$ cat config.mk
export PLATFORM = sky130hd
export DESIGN_NAME = midpoint_circle_rasterizer
export DESIGN_NICKNAME = d
export VERILOG_FILES = /design/src/hdl/mcr_pkg.sv /design/src/hdl/mcr_pix_pipe.sv /design/src/hdl/midpoint_circle_rasterizer.sv
export SDC_FILE = /design/constraint.sdc
export NUM_CORES = 2
export LEC_CHECK = 0
export ABC_AREA = 1
export BUFFER_PORTS_ARGS = -buffer_cell sky130_fd_sc_hd__buf_2
export CAP_MARGIN = 20
export CORE_ASPECT_RATIO = 0.6
export CORE_UTILIZATION = 50
export DETAILED_ROUTE_END_ITERATION = 10
export GPL_TIMING_DRIVEN = 0
export PLACE_DENSITY = 0.68
export SLEW_MARGIN = 5
export SYNTH_ARGS = -nofsm -noshare
export SYNTH_HDL_FRONTEND = slang
export SYNTH_SLANG_ARGS = --single-unit
$ cat constraint.sdc
create_clock -name clk -period 13.9 [get_ports clk]
set_input_delay 0 -clock clk [delete_from_list [all_inputs] [get_ports clk]]
set_output_delay 0 -clock clk [all_outputs]
set_load 0.02 [all_outputs]
$ cat src/hdl/mcr_pkg.sv
`timescale 1ns / 1ps
`default_nettype none
// ----------------------------------------------------------------------------
// mcr_pkg
// Shared widths, codes and types of the midpoint circle rasterizer.
// ----------------------------------------------------------------------------
package mcr_pkg;

  localparam int COORD_BITS    = 13;
  localparam int RADIUS_BITS   = 11;
  localparam int PIX_BITS      = COORD_BITS + 1;
  localparam int ERR_BITS      = RADIUS_BITS + 3;
  localparam int DIM_BITS      = 13;
  localparam int PITCH_BITS    = 15;
  localparam int ADDR_BITS     = 32;
  localparam int COLOR_BITS    = 32;
  localparam int PROD_BITS     = COORD_BITS + PITCH_BITS;
  localparam int CFG_IDX_BITS  = 2;
  localparam int CFG_DATA_BITS = 32;
  localparam int SLOT_BITS     = 3;

  localparam logic [SLOT_BITS-1:0] LAST_SLOT = SLOT_BITS'((1 << SLOT_BITS) - 1);

  // input tdata layout
  localparam int IN_CY_LSB    = COORD_BITS;
  localparam int IN_R_LSB     = 2 * COORD_BITS;
  localparam int IN_COLOR_LSB = 2 * COORD_BITS + RADIUS_BITS;
  localparam int IN_USED      = IN_COLOR_LSB + COLOR_BITS;
  localparam int IN_TDATA_W   = ((IN_USED + 7) / 8) * 8;

  // output tdata layout
  localparam int OUT_USED     = 2 * PIX_BITS + ADDR_BITS + COLOR_BITS;
  localparam int OUT_TDATA_W  = ((OUT_USED + 7) / 8) * 8;
  localparam int OUT_TUSER_W  = 2;

  // reset values of the registers
  localparam logic [DIM_BITS-1:0]   WIDTH_RST  = DIM_BITS'(640);
  localparam logic [DIM_BITS-1:0]   HEIGHT_RST = DIM_BITS'(480);
  localparam logic [PITCH_BITS-1:0] PITCH_RST  = PITCH_BITS'(2560);
  localparam logic [ADDR_BITS-1:0]  BASE_RST   = '0;

  typedef enum logic {
    FUNC_START = 1'b0,
    FUNC_STEP  = 1'b1
  } func_t;

  typedef enum logic [CFG_IDX_BITS-1:0] {
    REG_SCREEN_WIDTH  = 2'd0,
    REG_SCREEN_HEIGHT = 2'd1,
    REG_ROW_PITCH     = 2'd2,
    REG_FRAME_BASE    = 2'd3
  } cfg_reg_t;

  typedef logic signed [PIX_BITS-1:0]   pix_t;
  typedef logic signed [ERR_BITS:0]     ewide_t;
  typedef logic signed [ERR_BITS-1:0]   err_t;
  typedef logic signed [COORD_BITS-1:0] coord_t;

  // one pixel issued by the step sequencer
  typedef struct packed {
    pix_t                  x;
    pix_t                  y;
    logic [COLOR_BITS-1:0] value;
    logic                  last;
    logic                  done;
  } pix_beat_t;

  // one finished pixel
  typedef struct packed {
    pix_t                  x;
    pix_t                  y;
    logic [ADDR_BITS-1:0]  addr;
    logic [COLOR_BITS-1:0] value;
    logic                  on_screen;
    logic                  last;
    logic                  done;
  } pix_out_t;

endpackage
`default_nettype wire

$ cat src/hdl/mcr_pix_pipe.sv
`timescale 1ns / 1ps
`default_nettype none
// ----------------------------------------------------------------------------
// mcr_pix_pipe
// Clip test and framebuffer address, three stages; one pixel per cycle unless the output stalls.
// ----------------------------------------------------------------------------
module mcr_pix_pipe
  import mcr_pkg::*;
(
  input  wire logic                  clk,
  input  wire logic                  rst_n,
  input  wire logic                  beat_valid,
  input  wire pix_beat_t             beat,
  output logic                       adv,
  input  wire logic [DIM_BITS-1:0]   width,
  input  wire logic [DIM_BITS-1:0]   height,
  input  wire logic [PITCH_BITS-1:0] pitch,
  input  wire logic [ADDR_BITS-1:0]  base,
  output logic                       out_valid,
  input  wire logic                  out_ready,
  output pix_out_t                   out_pix
);

  logic                 s1_valid_r;
  pix_beat_t            s1_beat_r;
  logic                 s1_vis_r;
  logic                 s2_valid_r;
  pix_beat_t            s2_beat_r;
  logic                 s2_vis_r;
  logic [PROD_BITS-1:0] s2_prod_r;
  logic [ADDR_BITS-1:0] s2_part_r;
  logic                 o_valid_r;
  pix_out_t             o_pix_r;
  logic                 vis;

  // whole pipe moves together; hold while the output waits
  assign adv = !o_valid_r || out_ready;

  assign vis = !beat.x[PIX_BITS-1] && !beat.y[PIX_BITS-1] &&
               (beat.x[COORD_BITS-1:0] < width) && (beat.y[COORD_BITS-1:0] < height);

  always_ff @(posedge clk) begin
    if (!rst_n) begin
      s1_valid_r <= 1'b0;
      s2_valid_r <= 1'b0;
      o_valid_r  <= 1'b0;
    end else if (adv) begin
      s1_valid_r <= beat_valid;
      s2_valid_r <= s1_valid_r;
      o_valid_r  <= s2_valid_r;
    end
  end

  always_ff @(posedge clk) begin
    if (adv) begin
      s1_beat_r <= beat;
      s1_vis_r  <= vis;
      s2_beat_r <= s1_beat_r;
      s2_vis_r  <= s1_vis_r;
      s2_prod_r <= PROD_BITS'(s1_beat_r.y[COORD_BITS-1:0]) * PROD_BITS'(pitch);
      s2_part_r <= base + ADDR_BITS'({s1_beat_r.x[COORD_BITS-1:0], 2'b00});
      o_pix_r.x         <= s2_beat_r.x;
      o_pix_r.y         <= s2_beat_r.y;
      o_pix_r.addr      <= s2_vis_r ? (s2_part_r + ADDR_BITS'(s2_prod_r)) : '0;
      o_pix_r.value     <= s2_beat_r.value;
      o_pix_r.on_screen <= s2_vis_r;
      o_pix_r.last      <= s2_beat_r.last;
      o_pix_r.done      <= s2_beat_r.done;
    end
  end

  assign out_valid = o_valid_r;
  assign out_pix   = o_pix_r;

endmodule
`default_nettype wire

$ cat src/hdl/midpoint_circle_rasterizer.sv
`timescale 1ns / 1ps
`default_nettype none
// ----------------------------------------------------------------------------
// midpoint_circle_rasterizer
// Midpoint circle stepper with clip test and framebuffer address generation.
// ----------------------------------------------------------------------------
// A start item (tuser 0) latches center, radius and color.
// Each step item (tuser 1) of an active circle yields eight pixel transfers,
// one per cycle while the output does not stall. The decision variable is
// updated in the cycle the step is accepted, and the next step is accepted in
// the cycle the eighth pixel of the previous one issues, so steps follow
// without a gap. A pixel passes the clip, multiply and address-add stages
// before it leaves. Steps while no circle is active are accepted and dropped.
// Off-screen pixels are still sent with on_screen low and address zero.
// Configuration writes are taken in any cycle; cfg_ready is always high.
// ----------------------------------------------------------------------------
module midpoint_circle_rasterizer
  import mcr_pkg::*;
(
  input  wire logic                     clk,
  input  wire logic                     rst_n,
  // tdata: center_x[12:0], center_y[25:13], radius[36:26], color[68:37]
  input  wire logic                     in_tvalid,
  output logic                          in_tready,
  input  wire logic [IN_TDATA_W-1:0]    in_tdata,
  // tuser: func
  input  wire logic                     in_tuser,
  // tdata: pixel_x[13:0], pixel_y[27:14], pixel_address[59:28], pixel_value[91:60]
  output logic                          out_tvalid,
  input  wire logic                     out_tready,
  output logic [OUT_TDATA_W-1:0]        out_tdata,
  // tuser: on_screen[0], done_res[1]
  output logic [OUT_TUSER_W-1:0]        out_tuser,
  output logic                          out_tlast,
  input  wire logic                     cfg_valid,
  output logic                          cfg_ready,
  input  wire logic [CFG_IDX_BITS-1:0]  cfg_index,
  input  wire logic [CFG_DATA_BITS-1:0] cfg_data
);

  // configuration registers
  logic [DIM_BITS-1:0]    width_r;
  logic [DIM_BITS-1:0]    height_r;
  logic [PITCH_BITS-1:0]  pitch_r;
  logic [ADDR_BITS-1:0]   base_r;

  // circle state
  logic [RADIUS_BITS-1:0] step_x_r;
  logic [RADIUS_BITS-1:0] step_y_r;
  err_t                   err_r;
  coord_t                 cx_r;
  coord_t                 cy_r;
  logic [COLOR_BITS-1:0]  color_r;
  logic                   active_r;

  // snapshot of the step being issued
  logic                   job_valid_r;
  logic [SLOT_BITS-1:0]   slot_r;
  logic [RADIUS_BITS-1:0] job_x_r;
  logic [RADIUS_BITS-1:0] job_y_r;
  coord_t                 job_cx_r;
  coord_t                 job_cy_r;
  logic [COLOR_BITS-1:0]  job_color_r;
  logic                   job_fin_r;

  // input decode
  func_t                  in_func;
  coord_t                 in_cx;
  coord_t                 in_cy;
  logic [RADIUS_BITS-1:0] in_radius;
  logic [COLOR_BITS-1:0]  in_color;
  logic                   in_xfer;

  // step update
  ewide_t                 err_inc;
  ewide_t                 err_dec;
  logic                   x_dec;
  logic [RADIUS_BITS-1:0] step_x_nxt;
  logic [RADIUS_BITS-1:0] step_y_nxt;
  err_t                   err_nxt;
  logic                   active_nxt;

  // pixel issue
  logic                   adv;
  logic                   issue;
  pix_t                   ox_xm1;
  pix_t                   ox_xn;
  pix_t                   ox_y;
  pix_t                   ox_yn;
  pix_t                   dx;
  pix_t                   dy;
  pix_beat_t              beat;
  pix_out_t               out_pix;

  assign in_func   = func_t'(in_tuser);
  assign in_cx     = in_tdata[COORD_BITS-1:0];
  assign in_cy     = in_tdata[IN_CY_LSB +: COORD_BITS];
  assign in_radius = in_tdata[IN_R_LSB +: RADIUS_BITS];
  assign in_color  = in_tdata[IN_COLOR_LSB +: COLOR_BITS];

  // take a new item when the snapshot is free or its eighth pixel leaves now
  assign in_tready = !job_valid_r || (adv && (slot_r == LAST_SLOT));
  assign in_xfer   = in_tvalid && in_tready;
  assign cfg_ready = 1'b1;

  // ---- configuration ----
  always_ff @(posedge clk) begin
    if (!rst_n) begin
      width_r  <= WIDTH_RST;
      height_r <= HEIGHT_RST;
      pitch_r  <= PITCH_RST;
      base_r   <= BASE_RST;
    end else if (cfg_valid) begin
      case (cfg_reg_t'(cfg_index))
        REG_SCREEN_WIDTH:  width_r  <= cfg_data[DIM_BITS-1:0];
        REG_SCREEN_HEIGHT: height_r <= cfg_data[DIM_BITS-1:0];
        REG_ROW_PITCH:     pitch_r  <= cfg_data[PITCH_BITS-1:0];
        REG_FRAME_BASE:    base_r   <= cfg_data[ADDR_BITS-1:0];
        default: ;
      endcase
    end
  end

  // ---- midpoint update: err += 2Y+2, Y++, on err >= 0 X-- and err -= 2X-1 ----
  always_comb begin
    err_inc    = ewide_t'(err_r) + ewide_t'({step_y_r, 1'b0}) + ewide_t'(2);
    x_dec      = !err_inc[ERR_BITS];
    step_y_nxt = step_y_r + 1'b1;
    step_x_nxt = x_dec ? (step_x_r - 1'b1) : step_x_r;
    err_dec    = err_inc - (ewide_t'({step_x_nxt, 1'b0}) - ewide_t'(1));
    err_nxt    = x_dec ? err_dec[ERR_BITS-1:0] : err_inc[ERR_BITS-1:0];
    active_nxt = step_x_nxt > step_y_nxt;
  end

  always_ff @(posedge clk) begin
    if (!rst_n) begin
      step_x_r <= '0;
      step_y_r <= '0;
      err_r    <= '0;
      cx_r     <= '0;
      cy_r     <= '0;
      color_r  <= '0;
      active_r <= 1'b0;
    end else if (in_xfer) begin
      if (in_func == FUNC_START) begin
        // replace any circle in progress
        cx_r     <= in_cx;
        cy_r     <= in_cy;
        color_r  <= in_color;
        step_x_r <= in_radius;
        step_y_r <= '0;
        err_r    <= err_t'(-ewide_t'(in_radius));
        active_r <= (in_radius != '0);
      end else if (active_r) begin
        step_x_r <= step_x_nxt;
        step_y_r <= step_y_nxt;
        err_r    <= err_nxt;
        active_r <= active_nxt;
      end
    end
  end

  // ---- step snapshot and pixel slot counter ----
  assign issue = job_valid_r && adv;

  always_ff @(posedge clk) begin
    if (!rst_n) begin
      job_valid_r <= 1'b0;
      slot_r      <= '0;
    end else begin
      if (issue) begin
        slot_r <= slot_r + 1'b1;
        if (slot_r == LAST_SLOT) begin
          job_valid_r <= 1'b0;
        end
      end
      if (in_xfer && (in_func == FUNC_STEP) && active_r) begin
        job_valid_r <= 1'b1;
        slot_r      <= '0;
      end
    end
  end

  always_ff @(posedge clk) begin
    if (in_xfer && (in_func == FUNC_STEP) && active_r) begin
      job_x_r     <= step_x_r;
      job_y_r     <= step_y_r;
      job_cx_r    <= cx_r;
      job_cy_r    <= cy_r;
      job_color_r <= color_r;
      job_fin_r   <= !active_nxt;
    end
  end

  // ---- octant offsets in output order ----
  always_comb begin
    ox_y   = pix_t'(job_y_r);
    ox_xm1 = pix_t'(job_x_r) - pix_t'(1);
    ox_xn  = -pix_t'(job_x_r);
    ox_yn  = -ox_y - pix_t'(1);
    case (slot_r)
      3'd0:    begin dx = ox_xm1; dy = ox_y;   end
      3'd1:    begin dx = ox_y;   dy = ox_xm1; end
      3'd2:    begin dx = ox_xn;  dy = ox_y;   end
      3'd3:    begin dx = ox_y;   dy = ox_xn;  end
      3'd4:    begin dx = ox_xm1; dy = ox_yn;  end
      3'd5:    begin dx = ox_yn;  dy = ox_xm1; end
      3'd6:    begin dx = ox_xn;  dy = ox_yn;  end
      default: begin dx = ox_yn;  dy = ox_xn;  end
    endcase
    beat.x     = pix_t'(job_cx_r) + dx;
    beat.y     = pix_t'(job_cy_r) + dy;
    beat.value = job_color_r;
    beat.last  = (slot_r == LAST_SLOT);
    beat.done  = (slot_r == LAST_SLOT) && job_fin_r;
  end

  mcr_pix_pipe u_pix_pipe (
    .clk        (clk),
    .rst_n      (rst_n),
    .beat_valid (job_valid_r),
    .beat       (beat),
    .adv        (adv),
    .width      (width_r),
    .height     (height_r),
    .pitch      (pitch_r),
    .base       (base_r),
    .out_valid  (out_tvalid),
    .out_ready  (out_tready),
    .out_pix    (out_pix)
  );

  assign out_tdata = OUT_TDATA_W'({out_pix.value, out_pix.addr, out_pix.y, out_pix.x});
  assign out_tuser = {out_pix.done, out_pix.on_screen};
  assign out_tlast = out_pix.last;

endmodule
`default_nettype wire

==> flow_summary.json <==
{
  "synth_area_um2": 31700,
  "finalPower_mw": 5.73,
  "crit_chain": "clkbuf_1 -> nand2_1 -> fa_1 -> inv_1 -> fa_1 -> fa_1 -> inv_1 -> fa_1 -> fa_1 -> inv_1 -> fa_1 -> ha_1 -> a21oi_1 -> nor2_1 -> nor2_1 -> o221ai_1 -> a21oi_1 -> o21bai_1 -> nand3_1 -> nand2_1 -> xor2_1",
  "root_buffer": "clkbuf_16",
  "antenna_left": 0,
  "die_y_um": 197,
  "async_flop_share": 0,
  "ys_top_cells_by_area": "edfxtp_1 34%, dfxtp_1 11%, ha_1 9.5%",
  "comb_power_share": 0.386,
  "synth-edff-count": 362,
  "dp_slack_ns": 7.36,
  "cts_max_level": 2,
  "hold_depth": 4,
  "worst_path_max_delay_cell": "edfxtp_1",
  "min_period_ns": 6.68,
  "yosysSeqAreaShare": 0.454,
  "top_usage_layer": "met1",
  "hold_path_end": "color_r[29]",
  "cp_max_fo": 10,
  "syn_inst": 3321,
  "die_w_um": 327,
  "grt_pass1_vias": 23622,
  "hold_path.startpoint": "rst_n",
  "reg2reg_depth": 21,
  "wirelength_um": 88500,
  "yosysWarnings": 0,
  "maxCapViolCount": 0,
  "power.internal_mw": 3.53,
  "tns_ns": 0,
  "io_buffers": 204,
  "finClkSkew_ns": 0.0246,
  "placed_cells": 4371,
  "globalplace.congestion": 1.02,
  "area_growth_syn_to_layout_pct": 16.5,
  "synthTopCellsByCount": "588 x nand2_1, 549 x inv_1, 362 x edfxtp_1",
  "p_clk_frac": 0.257,
  "path_clk_slew_ns": 0.07,
  "worstSetupStartpointType": "flop",
  "crit_top_cell": "fa_1",
  "leakage_nw": 16.8,
  "grt_max_degree": 126,
  "worst_slew_pin_slew_ns": 1.09,
  "route.detailed.drc": 0,
  "crit_type": "flop to flop",
  "status": "finished clean",
  "cellPowerDensity_nw_per_um2": 155,
  "synth.avg_cell_area_um2": 9.53,
  "insertion_delay_ns": 0.62,
  "max_stage_delay_ns": 0.76,
  "grt_util_met3": 0.0973,
  "synth_cell_types": 60,
  "grtUsageMet1": 0.443,
  "via_per_inst": 5.38,
  "met2_usage": 0.354,
  "detailroute.via_count": 24728,
  "slew_viol_final": 0,
  "ys.flop_type": "edfxtp_1",
  "cts_tree": "yes",
  "grt_usage": 0.278,
  "timing.final.crit_share": 0.481,
  "finalHoldViolations": 0,
  "cts_sinks": 537,
  "ios": 214,
  "hp-class": "input pin to flop",
  "grt_pass1_wl_um": 137000,
  "drtIter0Drc": 2531,
  "initial_core_util": 0.505,
  "cts_resized": 0,
  "r2r-start": "u_pix_pipe.s1_beat_r[39]",
  "fmax_mhz": 150,
  "wl_per_cell_um": 19.3,
  "rsz0062_at_grt": "false",
  "die-area_um2": 64400,
  "synthDominantCellAreaShare": 0.343,
  "dr.pass1.iters": 6,
  "slew_headroom": 0.274,
  "drive_above_1_share": 0.0945,
  "grt_overflow_total": 0,
  "swShare": 0.384,
  "row_count": 71,
  "r2r_slack_ns": 7.22,
  "final_nets": 4213,
  "arrival_ns": 7.06,
  "numCtsBuffers": 52,
  "finalWorstSetupSlack_ns": 7.22,
  "ys_ff_latch": 537,
  "required_ns": 14.28,
  "reg2reg_to": "u_pix_pipe.s2_prod_r[25]",
  "endpoint_kind": "flop",
  "setup_viol": 0,
  "coreArea_um2": 62600,
  "antenna_found_initial": 3,
  "cts_buffer_depth": 3,
  "power.switching_mw": 2.20,
  "crit_family": "adder cells",
  "yosys.cell_count.top_type": "nand2_1",
  "max-vdd-ir-drop_v": 0.000116,
  "yosysTopAreaCell": "edfxtp_1",
  "dp.final_hpwl_um": 67500,
  "path_buf_inv": 4,
  "p_seq_frac": 0.357,
  "critPathLaunch": "u_pix_pipe.s1_beat_r[39]",
  "fin_cells": 4595
}
[cell families (layout without fill, tap and decap cells)]
family / count (synthesis) / in the layout / share of synthesized area
multiplexers: 1 / 1 / 0.000316
AND/OR/NAND/NOR: 942 / 942 / 0.125
buffers and inverters: 661 / 1092 / 0.0799
other: 2 / 6 / 0.000237
adder cells (fa/ha/maj): 390 / 390 / 0.189
XOR/XNOR: 134 / 134 / 0.0371
flip-flops: 537 / 537 / 0.454
AO/OA/AOI/OAI: 654 / 654 / 0.114
[metal layers]
| metal | wire length, µm | part of all wire |
|---|---|---|
| met1 | 43500 | 0.49 |
| met2 | 32500 | 0.37 |
| met3 | 10900 | 0.12 |
| met4 | 1540 | 0.017 |
| met5 | 0 | 0 |
[how the worst max path moves through the flow]
stage                                    end  slack, ns  cells past startpoint
global route             u_pix_pipe.s1_vis_r       6.88                     28
global placement                 step_y_r[3]      -3.70                     10
floorplan                        step_y_r[3]       1.77                     10
detailed placement  u_pix_pipe.s2_prod_r[25]       7.36                     21
CTS                 u_pix_pipe.s2_prod_r[25]       7.34                     21
finish              u_pix_pipe.s2_prod_r[25]       7.22                     21
[cell type report]
type	count	area, µm²
fill	5481	25700
multi-input combinational	2126	14800
sequential	537	14400
timing repair buffer	333	2360
inverter	554	2090
clock buffer	65	1440
tap	839	1050
buffer	107	447
clock inverter	33	343
antenna	1	2.50
[sequential cells by signal, summed over array words and instances, names as in the netlist, 3 cells and up]
name                  flops
height_r                 13
u_pix_pipe.s1_beat_r     62
cy_r                     13
job_y_r                  11
step_x_r                 11
u_pix_pipe.out_pix       95
err_r                    14
job_cy_r                 13
u_pix_pipe.s2_beat_r     62
job_color_r              32
u_pix_pipe.s2_part_r     32
pitch_r                  15
step_y_r                 11
base_r                   32
cx_r                     13
job_x_r                  11
job_cx_r                 13
u_pix_pipe.s2_prod_r     28
slot_r                    3
color_r                  32
width_r                  13
[placed cells by master (no fill, tap or decap), types with 9 or more instances in the layout]
cell type,instances
or2_2,10
o21a_1,19
nand4_1,30
dfxtp_1,175
o211ai_1,20
nor2_1,137
nor4_1,9
fa_1,149
a31oi_1,18
xnor2_1,35
xor2_1,99
clkbuf_1,93
nand3_1,112
clkbuf_16,54
edfxtp_1,362
dlygate4sd3_1,124
nand2_1,588
ha_1,241
nor3_1,26
clkinv_2,11
nand2_2,12
o21bai_1,9
a21oi_1,341
inv_1,548
o21ai_0,186
buf_2,209
[power by group through the flow]
stage | Sequential [mW] | Combinational (mW) | Clock [mW]
global route | 2.06 | 2.46 | 1.56
detailed placement | 2.08 | 2.10 | 0
finish | 2.05 | 2.21 | 1.47
global placement | 2.08 | 2.08 | 0
floorplan | 2.05 | 1.46 | 0
CTS | 2.04 | 2.15 | 1.49
[tightest hold or removal path, stage by stage]
cell	delay (ns)
buf_2	0.13
inv_2	0.09
clkbuf_1	0.24
a21oi_1	0.17
[stage by stage]
stage | instance area, µm² | util | hold WS [ns]
6_report | 36900 | 0.589 | 0.0499
5_1_grt | 36900 | 0.589 | 0.0880
4_1_cts | 36900 | 0.589 | 0.000771
3_5_place_dp | 33800 | 0.540 | 0.267
3_3_place_gp | 33700 | 0.539 | 0.267
2_1_floorplan | 31700 | - | 0.113
[what timing repair did]
action                    4_1_cts  5_1_grt
hold endpoints to repair      158        0
hold buffers                  124        0
buffers inserted                0        0
Note: power is estimated with default switching activity, not from simulation.
